### src/rtl/hts_pkg.sv
package hts_pkg;

   localparam int PatCount = 4;
   localparam int PatMax   = 8;

   localparam logic [7:0] CHAR_LT    = 8'h3C;
   localparam logic [7:0] CHAR_GT    = 8'h3E;
   localparam logic [7:0] CHAR_SPACE = 8'h20;
   localparam logic [7:0] CHAR_UP_A  = 8'h41;
   localparam logic [7:0] CHAR_UP_Z  = 8'h5A;
   localparam logic [7:0] CASE_DELTA = 8'h20;

   // Tag prefixes, one row each: "<script", "</script", "<style", "</style".
   localparam logic [7:0] PAT_TEXT [PatCount][PatMax] = '{
      '{8'h3C, 8'h73, 8'h63, 8'h72, 8'h69, 8'h70, 8'h74, 8'h00},
      '{8'h3C, 8'h2F, 8'h73, 8'h63, 8'h72, 8'h69, 8'h70, 8'h74},
      '{8'h3C, 8'h73, 8'h74, 8'h79, 8'h6C, 8'h65, 8'h00, 8'h00},
      '{8'h3C, 8'h2F, 8'h73, 8'h74, 8'h79, 8'h6C, 8'h65, 8'h00}
   };
   localparam logic [3:0] PAT_LEN [PatCount] = '{4'd7, 4'd8, 4'd6, 4'd7};
   // An opening prefix starts suppression, a closing one ends it.
   localparam logic PAT_SETS [PatCount] = '{1'b1, 1'b0, 1'b1, 1'b0};

   typedef struct packed {
      logic [7:0] out_byte;
      logic       byte_valid;
      logic       end_of_text;
   } hts_result_type;

endpackage

### src/rtl/html_tag_stripper.sv
// Channel   Direction  Handshake            Payload
// req_      in         req_valid/req_stall  req_in_byte[7:0], req_is_last
// rsp_      out        rsp_valid/rsp_stall  rsp_out_byte[7:0], rsp_byte_valid, rsp_end_of_text
//
// One byte is taken per clock while req_stall is low; its result, if it has one, goes
// to the output register, or to the skid register while that one is stalled. The tag
// and prefix state is updated in the same cycle, so the sustained rate is one byte per clock.
// Reset is synchronous and active high and clears all control state.
// A two-entry output (result register plus skid register) lets one more byte in while
// a result is stalled; req_stall comes straight from the skid register.
module html_tag_stripper
   import hts_pkg::*;
(
   input  logic       clock,
   input  logic       reset,
   input  logic       req_valid,
   output logic       req_stall,
   input  logic [7:0] req_in_byte,
   input  logic       req_is_last,
   output logic       rsp_valid,
   input  logic       rsp_stall,
   output logic [7:0] rsp_out_byte,
   output logic       rsp_byte_valid,
   output logic       rsp_end_of_text
);

   // Parse state.
   logic       inside_tag_ff, inside_tag_in;
   logic       inside_script_ff, inside_script_in;
   logic [3:0] match_position_ff, match_position_in;
   logic [3:0] pattern_alive_ff, pattern_alive_in;
   logic       any_emitted_ff, any_emitted_in;
   logic       last_was_space_ff, last_was_space_in;

   // Output register and skid register.
   logic           rsp_valid_ff, rsp_valid_in;
   hts_result_type rsp_data_ff, rsp_data_in;
   logic           skid_valid_ff, skid_valid_in;
   hts_result_type skid_data_ff, skid_data_in;

   logic           req_xfer;
   logic           out_free;
   logic [7:0]     folded;
   logic [3:0]     alive_mid;
   logic           script_mid;
   logic [3:0]     pos_mid;
   logic           emit;
   logic [7:0]     emit_byte;
   logic           res_valid;
   hts_result_type res_data;

   // The skid register is the only thing that holds off the input side.
   assign req_stall = skid_valid_ff;
   assign req_xfer  = req_valid && !req_stall;
   assign out_free  = !rsp_valid_ff || !rsp_stall;

   // Only A to Z fold to lower case; everything else compares as is.
   assign folded = (req_in_byte >= CHAR_UP_A && req_in_byte <= CHAR_UP_Z) ?
                   req_in_byte + CASE_DELTA : req_in_byte;

   // Prefix matching: each live pattern compares the folded byte at the current
   // position. A pattern that completes sets or clears suppression and retires.
   always_comb begin
      alive_mid  = pattern_alive_ff;
      script_mid = inside_script_ff;
      pos_mid    = match_position_ff;
      if (pattern_alive_ff != 4'd0) begin
         for (int k = 0; k < PatCount; k++) begin
            if (pattern_alive_ff[k]) begin
               if (match_position_ff < PAT_LEN[k] &&
                   folded == PAT_TEXT[k][match_position_ff[2:0]]) begin
                  if (match_position_ff + 4'd1 == PAT_LEN[k]) begin
                     script_mid   = PAT_SETS[k];
                     alive_mid[k] = 1'b0;
                  end
               end else begin
                  alive_mid[k] = 1'b0;
               end
            end
         end
         if (alive_mid != 4'd0 && match_position_ff != 4'hF) begin
            pos_mid = match_position_ff + 4'd1;
         end else begin
            pos_mid = 4'd0;
         end
      end
   end

   // Byte classification and the next parse state. A '<' outside a tag starts a
   // fresh prefix match; a '>' closes the tag and may insert a single space.
   always_comb begin
      inside_tag_in     = inside_tag_ff;
      inside_script_in  = inside_script_ff;
      match_position_in = match_position_ff;
      pattern_alive_in  = pattern_alive_ff;
      any_emitted_in    = any_emitted_ff;
      last_was_space_in = last_was_space_ff;
      emit              = 1'b0;
      emit_byte         = 8'd0;

      if (req_xfer) begin
         inside_script_in  = script_mid;
         match_position_in = pos_mid;
         pattern_alive_in  = alive_mid;

         if (req_in_byte == CHAR_LT) begin
            if (!inside_tag_ff) begin
               pattern_alive_in  = 4'hF;
               match_position_in = 4'd1;
            end
            inside_tag_in = 1'b1;
         end else if (req_in_byte == CHAR_GT) begin
            inside_tag_in = 1'b0;
            if (any_emitted_ff && !last_was_space_ff) begin
               emit      = 1'b1;
               emit_byte = CHAR_SPACE;
            end
         end else if (!inside_tag_ff && !script_mid) begin
            // Suppression follows the updated flag, as the prefix check runs first.
            emit      = 1'b1;
            emit_byte = req_in_byte;
         end

         if (emit) begin
            any_emitted_in    = 1'b1;
            last_was_space_in = (emit_byte == CHAR_SPACE);
         end

         // The document ends here: everything starts over for the next one.
         if (req_is_last) begin
            inside_tag_in     = 1'b0;
            inside_script_in  = 1'b0;
            match_position_in = 4'd0;
            pattern_alive_in  = 4'd0;
            any_emitted_in    = 1'b0;
            last_was_space_in = 1'b0;
         end
      end
   end

   // A transfer yields a result when a byte is emitted or the document ends.
   assign res_valid            = req_xfer && (emit || req_is_last);
   assign res_data.out_byte    = emit_byte;
   assign res_data.byte_valid  = emit;
   assign res_data.end_of_text = req_is_last;

   // Output staging. A waiting skid entry moves up first; new results go to the
   // output register when it is free and to the skid register otherwise.
   always_comb begin
      rsp_valid_in  = rsp_valid_ff;
      rsp_data_in   = rsp_data_ff;
      skid_valid_in = skid_valid_ff;
      skid_data_in  = skid_data_ff;
      if (skid_valid_ff) begin
         if (out_free) begin
            rsp_valid_in  = 1'b1;
            rsp_data_in   = skid_data_ff;
            skid_valid_in = 1'b0;
         end
      end else if (res_valid) begin
         if (out_free) begin
            rsp_valid_in = 1'b1;
            rsp_data_in  = res_data;
         end else begin
            skid_valid_in = 1'b1;
            skid_data_in  = res_data;
         end
      end else if (out_free) begin
         rsp_valid_in = 1'b0;
      end
   end

   always_ff @(posedge clock) begin
      if (reset) begin
         inside_tag_ff     <= 1'b0;
         inside_script_ff  <= 1'b0;
         match_position_ff <= 4'd0;
         pattern_alive_ff  <= 4'd0;
         any_emitted_ff    <= 1'b0;
         last_was_space_ff <= 1'b0;
         rsp_valid_ff      <= 1'b0;
         skid_valid_ff     <= 1'b0;
      end else begin
         inside_tag_ff     <= inside_tag_in;
         inside_script_ff  <= inside_script_in;
         match_position_ff <= match_position_in;
         pattern_alive_ff  <= pattern_alive_in;
         any_emitted_ff    <= any_emitted_in;
         last_was_space_ff <= last_was_space_in;
         rsp_valid_ff      <= rsp_valid_in;
         skid_valid_ff     <= skid_valid_in;
      end
   end

   // Payload registers carry no reset.
   always_ff @(posedge clock) begin
      rsp_data_ff  <= rsp_data_in;
      skid_data_ff <= skid_data_in;
   end

   assign rsp_valid       = rsp_valid_ff;
   assign rsp_out_byte    = rsp_data_ff.out_byte;
   assign rsp_byte_valid  = rsp_data_ff.byte_valid;
   assign rsp_end_of_text = rsp_data_ff.end_of_text;

   // The skid register only fills behind a stalled output register.
   a_skid_behind_out: assert property (@(posedge clock) disable iff (reset)
      skid_valid_ff |-> rsp_valid_ff)
      else $error("skid entry held while output register empty");

   // A prefix match is in progress exactly when the position is nonzero.
   a_match_consistent: assert property (@(posedge clock) disable iff (reset)
      (pattern_alive_ff != 4'd0) == (match_position_ff != 4'd0))
      else $error("match position and live patterns disagree");

   // No prefix is longer than eight bytes.
   a_match_bound: assert property (@(posedge clock) disable iff (reset)
      match_position_ff <= 4'd8)
      else $error("match position beyond longest prefix");

   // The last byte of a document leaves the parser in its starting state.
   a_last_clears: assert property (@(posedge clock) disable iff (reset)
      (req_xfer && req_is_last) |=>
         (!inside_tag_ff && !inside_script_ff && !any_emitted_ff &&
          pattern_alive_ff == 4'd0))
      else $error("parse state not cleared after last byte");

endmodule

### config.mk
export PLATFORM = sky130hd
export DESIGN_NAME = html_tag_stripper
export DESIGN_NICKNAME = d
export VERILOG_FILES = /design/src/rtl/hts_pkg.sv /design/src/rtl/html_tag_stripper.sv
export SDC_FILE = /design/constraint.sdc
export NUM_CORES = 1
export LEC_CHECK = 0
export ABC_CLOCK_PERIOD_IN_PS = 5500
export BUFFER_PORTS_ARGS = -buffer_cell sky130_fd_sc_hd__buf_2
export CAP_MARGIN = 40
export CORE_AREA = 2 2 69 71
export CTS_CLUSTER_SIZE = 28
export DETAILED_ROUTE_END_ITERATION = 6
export DIE_AREA = 0 0 71 73
export PLACE_DENSITY_LB_ADDON = 0.3
export SYNTH_ARGS = -nofsm -noshare
export SYNTH_HDL_FRONTEND = slang
export SYNTH_SLANG_ARGS = --single-unit
### constraint.sdc
create_clock -name clock -period 5.5 [get_ports clock]
set_input_delay 0.825 -clock clock [delete_from_list [all_inputs] [get_ports clock]]
set_output_delay 0.825 -clock clock [all_outputs]
set_load 0.03 [all_outputs]
==> results.json, run 1 <==
{
  "status": "finished clean",
  "synth_ff_type": "edfxtp_1",
  "p_clk_share_pct": 37.1,
  "synth_edf_count": 20,
  "power_frac_comb_pct": 15.1,
  "cts-htree-levels": 2,
  "critPathSlowestCell": "nor2_1",
  "switching_share_pct": 24.6,
  "root_buffer": "clkbuf_8",
  "critPathTopFamily": "simple AND/OR/NAND/NOR gates",
  "syn2layout_area_growth_pct": 8.09,
  "ioPinCount": 25,
  "diodes": 0,
  "worstSetupEndpointType": "flip-flop",
  "cp.arrival_ps": 4200,
  "syn_nets": 319,
  "final.min_clock_period_ps": 4290,
  "seq_area_sq_um": 881,
  "initial_core_util_pct": 57.6,
  "syn_avg_cell_area_sq_um": 8.80,
  "nNetsFinal": 328,
  "drc": 0,
  "hold_path.class": "reg2reg",
  "crit_path_cell_trace": "buf_2, ha_1, or3_4, a22o_4, or4_4, a2111oi_4, and2b_1, o21ai_2, a21oi_1, o311ai_0, nor2_1",
  "setup_viol": 0,
  "fin_crit_sh_pct": 78.1,
  "fill_cells": 413,
  "core_area_sq_um": 4540,
  "gp_congestion": 0.896,
  "ctsResizeCount": 0,
  "finalMaxSlewViolations": 0,
  "cts_setup_buffers": 0,
  "critPathRequiredTime_ps": 5410,
  "synth_area_sq_um": 2610,
  "ys_types": 66,
  "finClkSkew_ps": 5.34,
  "synth-seq-cells": 34,
  "grt_pass1_wl_mm": 10.4,
  "cts_max_path_buffers": 2,
  "avgRoutedWirePerCell_um": 16.7,
  "die_h_um": 73,
  "syn_inst": 297,
  "hpwl_mm": 4.42,
  "timing.fmax_mhz": 233,
  "clkTransAtPathRegs_ps": 60,
  "antenna_found_initial": 0,
  "placementRows": 25,
  "worst-path-buf-inv": 1,
  "final_cell_mix": "24 x a21oi_1, 24 x buf_2, 20 x edfxtp_1",
  "vias_per_cell": 6.33,
  "tritoncts": "done",
  "worst_slack_ps": 1210,
  "rsz0062_at_grt": "no",
  "relSlewSlack_pct": 47.4,
  "cts_buffers": 5,
  "path_class": "in2reg",
  "routed_wl_mm": 6.04,
  "path_max_fanout": 18,
  "dp_slack_ps": 913,
  "cp-start-kind": "input pin",
  "clk_latency_ps": 280,
  "hold_buffers": 0,
  "grt_overflow": 0,
  "multi_input_area_sq_um": 1590,
  "tightest_slew_ps": 786,
  "p_int_uw": 445,
  "p_seq_share_pct": 47.8,
  "yosys_warnings": 0,
  "peakVddDrop_v": 0.000117,
  "fin_tns_setup_ps": 0,
  "async_flop_share_pct": 0,
  "dieArea_sq_um": 5180,
  "grt_pass1_vias": 2125,
  "drtPass1Iterations": 4,
  "vias": 2285,
  "p_leak_nw": 1.09,
  "track_usage_pct": 25.3,
  "yosysSeqAreaShare_pct": 33.7,
  "whs_ps": 471,
  "drt_iter0_markers": 195,
  "die_width_um": 71,
  "cts.sinks": 34,
  "portBuffers": 24,
  "ant_nets": 0,
  "finalHoldViolations": 0,
  "power_density_nw_per_um2": 209,
  "grt_max_degree": 28,
  "switchingPower_uw": 145,
  "maxCapViolations": 0,
  "critPathMaxStageDelay_ps": 670,
  "drive_gt1_share_pct": 14.7
}
worst reg2reg max path: cells and delay by family (launching register included):
family          cells  cell delay, ps
simple gates        3            1100
compound gates      5            1380
fa+ha+maj           1             490
buf+inv             1             190
flops               1             650
power groups by stage:
stage / clock [mW] / sequential [mW] / combinational (mW)
2_1_floorplan: 0 / 0.300 / 0.0539
3_3_place_gp: 0 / 0.288 / 0.0866
3_5_place_dp: 0 / 0.288 / 0.0883
4_1_cts: 0.225 / 0.282 / 0.0885
5_1_grt: 0.236 / 0.283 / 0.0969
6_report: 0.219 / 0.282 / 0.0890
cells in the mapped netlist, types with 5 or more instances:
master    count  area, sq um
and3_1        8         50.1
edfxtp_1     20          601
nand3_1      11         55.1
dfxtp_1      14          280
inv_1         9         33.8
o21ai_0      13         65.1
xor2_1        7         61.3
a21o_1        8         60.1
nand2_1      14         52.6
nor3_1        9         45.0
nor2_1       19         71.3
xnor2_1       5         43.8
mux2i_1       5         50.1
a21oi_1      24          120
ha_1          9          113
nor2b_1      10         62.6
clkbuf_1     19         71.3
and2_1        7         43.8
layout make-up:
| type | count | area share, % |
|---|---|---|
| Multi-Input combinational cell | 229 | 56.4 |
| Sequential cell | 34 | 31.2 |
| Timing Repair Buffer | 27 | 5.05 |
| Clock buffer | 7 | 2.70 |
| Tap cell | 54 | 2.39 |
| Inverter | 9 | 1.20 |
| Clock inverter | 1 | 1.06 |
flip-flops by register name, indices dropped and copies added (netlist names):
| register | flops |
|---|---|
| rsp_valid | 1 |
| pattern_alive_ff | 4 |
| last_was_space_ff | 1 |
| rsp_end_of_text | 1 |
| match_position_ff | 4 |
| any_emitted_ff | 1 |
| req_stall | 1 |
| inside_script_ff | 1 |
| rsp_out_byte | 8 |
| inside_tag_ff | 1 |
| rsp_byte_valid | 1 |
| skid_data_ff | 10 |
logic make-up (layout without fill, tap and decap cells):
kind of cell | after synthesis | after routing | synth area share, %
compound gates | 92 | 92 | 25.7
xor+xnor | 12 | 12 | 4.02
fa+ha+maj | 9 | 9 | 4.31
buf+inv | 34 | 44 | 5.32
flops | 34 | 34 | 33.7
mux | 5 | 5 | 1.92
simple gates | 111 | 111 | 25.0
path summary, 6_finish.rpt:
path                                      startpoint               to  slack (ps)  cells past startpoint
worst max-delay path                  req_in_byte[5]  skid_data_ff[6]        1210                     11
worst min-delay path                  any_emitted_ff   any_emitted_ff         470                      1
worst max register to register  match_position_ff[0]  skid_data_ff[6]        1320                     10
worst min register to register        any_emitted_ff   any_emitted_ff         470                      1
layer usage:
| layer | share of wire, % | GRT usage, % | vias to the layer above |
|---|---|---|---|
| li1 | - | - | 1135 |
| met1 | 43 | 32.9 | 1079 |
| met2 | 51 | 42.8 | 65 |
| met3 | 4.8 | 4.56 | 6 |
| met4 | 1.2 | 8.60 | 0 |
| met5 | 0 | 0 | - |
stage by stage:
| stage | power (mW) | util, % | std cells | cell area, sq um |
|---|---|---|---|---|
| floorplan | 0.354 | - | 297 | 2610 |
| global placement | 0.374 | 59.9 | 353 | 2720 |
| detailed placement | 0.376 | 59.9 | 353 | 2720 |
| CTS | 0.595 | 62.3 | 361 | 2820 |
| global route | 0.615 | 62.3 | 361 | 2820 |
| finish | 0.590 | 62.3 | 361 | 2820 |
Power figures use the tool's default switching activity.
==> inputs of run 2 (changes only) <==
Settings changed: ABC_CLOCK_PERIOD_IN_PS 5500 to 4000.
Clock period 5.5 ns to 4 ns, I/O delays scaled along.
==> run 2 against run 1 <==
Compared with the run above:
- final cell count grew 2.2%
- setup slack lost 810 ps
- count of clock-buffer cells in the layout down 2
- combinational power grew 44%
- critical endpoint is now skid_data_ff[3]
- via count is 4.6% higher
==> results.json, run 2 (synthesis gave the netlist of run 1 again) <==
{
  "cp.arrival_ps": 3600,
  "crit_path_cell_trace": "inv_1, ha_1, nor2b_1, a2111oi_0, a21oi_1, a211oi_1, nand3_1, a21oi_1, o311ai_0, nor2_1, buf_4",
  "critPathRequiredTime_ps": 3990,
  "path_max_fanout": 14,
  "reg2reg_to": "skid_data_ff[3]",
  "placementRows": 25,
  "dp_slack_ps": 191,
  "ctsResizeCount": 0,
  "track_usage_pct": 25.9,
  "critPathLaunch": "match_position_ff[1]",
  "clkTransAtPathRegs_ps": 70,
  "placed_area_sq_um": 2780,
  "status": "finished clean",
  "die_h_um": 73,
  "crit_end": "skid_data_ff[3]",
  "relSlewSlack_pct": 61.3,
  "finalMaxSlewViolations": 0,
  "ioPinCount": 25,
  "dr.max_layer_used": "met4",
  "setup_viol": 0,
  "wl_met3_um": 318,
  "root_buffer": "clkbuf_8",
  "final_area_sq_um": 2910,
  "initial_core_util_pct": 57.6,
  "final.min_clock_period_ps": 3600,
  "path_class": "reg2reg",
  "drtPass1Iterations": 5,
  "grt_overflow": 0,
  "hpwl_mm": 4.53,
  "cts-htree-levels": 2,
  "hold_path.class": "reg2reg",
  "fin_crit_sh_pct": 90.1,
  "p_clk_share_pct": 41.6,
  "grt_pass1_vias": 2259,
  "fill_cells": 379,
  "nNetsFinal": 336,
  "fin_tns_setup_ps": 0,
  "diodes": 0,
  "largest_reg_flops": 10,
  "gp_congestion": 0.901,
  "die_width_um": 71,
  "cts_setup_buffers": 0,
  "ant_nets": 0,
  "core_area_sq_um": 4540,
  "r2r_slack_ps": 400,
  "worst_slack_ps": 395,
  "drc": 0,
  "wl_met1_mm": 2.83,
  "vias_per_cell": 6.47,
  "timing.fmax_mhz": 277,
  "power_density_nw_per_um2": 303,
  "critPathMaxStageDelay_ps": 540,
  "critPathSlowestCell": "ha_1",
  "p_int_uw": 676,
  "routed_wl_mm": 6.34,
  "finClkSkew_ps": 3.58,
  "cts_buffers": 5,
  "tightest_slew_ps": 575,
  "hold_buffers": 0,
  "grt_max_degree": 19,
  "reg2reg_depth": 11,
  "p_total_uw": 883,
  "grt_pass1_wl_mm": 10.6,
  "portBuffers": 24,
  "cp-start-kind": "flip-flop",
  "cts_max_path_buffers": 2,
  "syn2layout_area_growth_pct": 11.4,
  "rsz0062_at_grt": "no",
  "antenna_found_initial": 0,
  "peakVddDrop_v": 0.000193,
  "tritoncts": "done",
  "switching_share_pct": 23.4,
  "p_seq_share_pct": 43.9,
  "finalHoldViolations": 0,
  "crit_top_cell": "a21oi_1",
  "avgRoutedWirePerCell_um": 17.2,
  "r2r-start": "match_position_ff[1]",
  "power_frac_comb_pct": 14.5,
  "dieArea_sq_um": 5180,
  "met2_length_mm": 3.09,
  "final_cell_mix": "24 x a21oi_1, 24 x buf_2, 20 x edfxtp_1",
  "clk_latency_ps": 290,
  "worstSetupEndpointType": "flip-flop",
  "maxCapViolations": 0,
  "cts.sinks": 34,
  "drt_iter0_markers": 228,
  "switchingPower_uw": 207,
  "p_leak_nw": 1.14,
  "vias": 2389,
  "regMostFlops": "skid_data_ff",
  "drive_gt1_share_pct": 17.1
}
-- run 2: worst min path at each step --
stage | depth (start not counted) | start | endpoint
floorplan | 1 | any_emitted_ff | any_emitted_ff
global placement | 1 | any_emitted_ff | any_emitted_ff
detailed placement | 2 | inside_script_ff | inside_script_ff
CTS | 2 | inside_script_ff | inside_script_ff
global route | 2 | inside_script_ff | inside_script_ff
finish | 2 | inside_script_ff | inside_script_ff
-- run 2: layout make-up --
class	instances	area, sq um	area share [%]
multi-input combinational	229	1590	54.7
sequential	34	881	30.3
timing repair buffer	35	203	6.96
clock buffer	5	68.8	2.36
tap	54	67.6	2.32
clock inverter	3	63.8	2.19
inverter	9	33.8	1.16
-- run 2: power by group through the flow --
stage                     logic (mW)  clock network [mW]  registers, mW
final                          0.128               0.367          0.388
after global routing           0.139               0.385          0.389
after CTS                      0.126               0.372          0.388
after detailed placement       0.126                   0          0.395
after global placement         0.124                   0          0.395
after floorplan               0.0743                   0          0.413
-- run 2: per-layer routing --
metal / track usage [%] / vias to the layer above
met3: 5.25 / 14
met5: 0 / -
met4: 9.22 / 0
met2: 43.1 / 89
li1: - / 1148
met1: 33.5 / 1138
-- run 2: per-stage QoR --
| stage | hold WS [ps] | instances | utilization (%) |
|---|---|---|---|
| floorplan | 441 | 297 | - |
| global placement | 456 | 361 | 61.2 |
| detailed placement | 470 | 361 | 61.2 |
| CTS | 479 | 369 | 64.2 |
| global route | 510 | 369 | 64.2 |
| finish | 483 | 369 | 64.2 |
-- run 2: worst max-delay path, delay by kind of cell, from the launching register on --
family	cells	cell delay, ps
flops	1	310
fa+ha+maj	1	540
buf+inv	2	420
simple gates	3	530
compound gates	5	1520
==> inputs of run 3 (changes only) <==
==> constraint.sdc (replaced) <==
create_clock -name clock -period 4 [get_ports clock]
set_input_delay 0.2 -clock clock [delete_from_list [all_inputs] [get_ports clock]]
set_output_delay 0.2 -clock clock [all_outputs]
set_load 0.03 [all_outputs]
==> run 3 against run 2 <==
Compared with the run above:
- final cell count decreased by 1.4%
- via count decreased by 4.9%
- first-iteration DRC count decreased by 6.1%
- largest cell class unchanged
- largest power group unchanged
==> results.json, run 3 (synthesis gave the netlist of run 1 again) <==
{
  "dp_slack_ps": 481,
  "fin_crit_sh_pct": 87.6,
  "drt_iter0_markers": 214,
  "ant_nets": 0,
  "diodes": 0,
  "finalMaxSlewViolations": 0,
  "final_cell_mix": "24 x a21oi_1, 24 x buf_2, 20 x edfxtp_1",
  "drtPass1Iterations": 4,
  "maxCapViolations": 0,
  "tightest_slew_ps": 573,
  "cp.arrival_ps": 3490,
  "path_class": "reg2reg",
  "placementRows": 25,
  "worst_slack_ps": 497,
  "hold_buffers": 0,
  "critPathTopFamily": "compound AO/OA/AOI/OAI gates",
  "status": "finished clean",
  "timing.fmax_mhz": 285,
  "drc": 0,
  "cts-htree-levels": 2,
  "crit_path_cell_trace": "inv_1, ha_1, nor2b_1, a2111oi_0, a21oi_1, a211oi_1, nand3_1, a21oi_1, o311ai_1, a21boi_0, buf_4",
  "core_area_sq_um": 4540,
  "dieArea_sq_um": 5180,
  "grt_max_degree": 19,
  "path_max_fanout": 14,
  "finalHoldViolations": 0,
  "cts_setup_buffers": 0,
  "antenna_found_initial": 0,
  "p_total_uw": 769,
  "grt_pass1_wl_mm": 9.89,
  "initial_core_util_pct": 57.6,
  "peakVddDrop_v": 0.000146,
  "p_seq_share_pct": 50.4,
  "cts_buffers": 5,
  "setup_viol": 0,
  "die_h_um": 73,
  "hold_path.class": "in2reg",
  "fin_tns_setup_ps": 0,
  "tritoncts": "done",
  "finClkSkew_ps": 5.81,
  "cp-start-kind": "flip-flop",
  "nNetsFinal": 331,
  "hpwl_mm": 4.31,
  "power_density_nw_per_um2": 271,
  "regMostFlops": "skid_data_ff",
  "routed_wl_mm": 5.83,
  "die_width_um": 71,
  "critPathRequiredTime_ps": 3990,
  "worstSetupEndpointType": "flip-flop",
  "root_buffer": "clkbuf_8",
  "ioPinCount": 25,
  "rsz0062_at_grt": "no",
  "vias_per_cell": 6.24,
  "switchingPower_uw": 203,
  "grt_pass1_vias": 2143,
  "track_usage_pct": 23.9,
  "seq_area_sq_um": 881,
  "multi_input_area_sq_um": 1590,
  "critPathMaxStageDelay_ps": 560,
  "p_leak_nw": 1.10,
  "power_frac_comb_pct": 15.9,
  "final.min_clock_period_ps": 3500,
  "vias": 2272,
  "clk_latency_ps": 280,
  "syn2layout_area_growth_pct": 8.48,
  "cts_max_path_buffers": 2,
  "grt_overflow": 0,
  "largest_reg_flops": 10,
  "crit_top_cell": "a21oi_1",
  "cts.sinks": 34,
  "switching_share_pct": 26.4,
  "drive_gt1_share_pct": 16.1,
  "gp_congestion": 0.967,
  "relSlewSlack_pct": 61.5,
  "portBuffers": 24,
  "fill_cells": 412,
  "p_clk_share_pct": 33.6,
  "clkTransAtPathRegs_ps": 70,
  "worst-path-buf-inv": 2,
  "ctsResizeCount": 0,
  "critPathSlowestCell": "ha_1",
  "r2r_slack_ps": 500,
  "p_int_uw": 565,
  "avgRoutedWirePerCell_um": 16.0
}
## run 3: changes by cell type in the layout (fill, tap and decap cells not counted)
cell / delta
buf_4: -5
bufinv_16: -2
a21boi_0: +1
a21boi_1: -1
clkbuf_8: +1
clkinv_1: -1
clkinv_2: +1
inv_4: +1
## run 3: worst min-delay path, cell delays in order
cell      delay, ps
buf_2            90
nand2_1         100
a211oi_1         60
## run 3: worst paths after layout
path,from,end,cells past startpoint
max reg2reg,match_position_ff[1],rsp_out_byte[2],11
min reg2reg,inside_script_ff,inside_script_ff,2
max,match_position_ff[1],rsp_out_byte[2],11
min,rsp_stall,req_stall,3
## run 3: area by class of cell
| type | instances | share of cell area [%] |
|---|---|---|
| timing repair buffer | 30 | 5.83 |
| clock buffer | 6 | 2.91 |
| inverter | 9 | 1.19 |
| sequential | 34 | 31.1 |
| multi-input combinational | 229 | 56.2 |
| tap | 54 | 2.38 |
| clock inverter | 2 | 0.397 |
## run 3: through the flow
step	instance area [sq um]	hold WS (ps)	instances	utilization, %
CTS	2830	208	364	62.5
global route	2830	235	364	62.5
finish	2830	219	364	62.5
detailed placement	2740	466	356	60.4
global placement	2740	458	356	60.4
floorplan	2610	273	297	-
## run 3: power groups by stage
| stage | sequential, mW | clock, mW | combinational, mW |
|---|---|---|---|
| after floorplan | 0.413 | 0 | 0.0741 |
| after global placement | 0.395 | 0 | 0.120 |
| after detailed placement | 0.396 | 0 | 0.122 |
| after CTS | 0.388 | 0.266 | 0.122 |
| after global routing | 0.389 | 0.278 | 0.134 |
| final | 0.388 | 0.258 | 0.122 |
## run 3: metal layers
metal	track usage [%]	up-vias	part of all wire, %
met4	9.22	0	0.89
met2	41.7	54	51
met1	29.8	1072	44
met3	3.45	4	3.9
li1	-	1142	-
met5	0	-	0
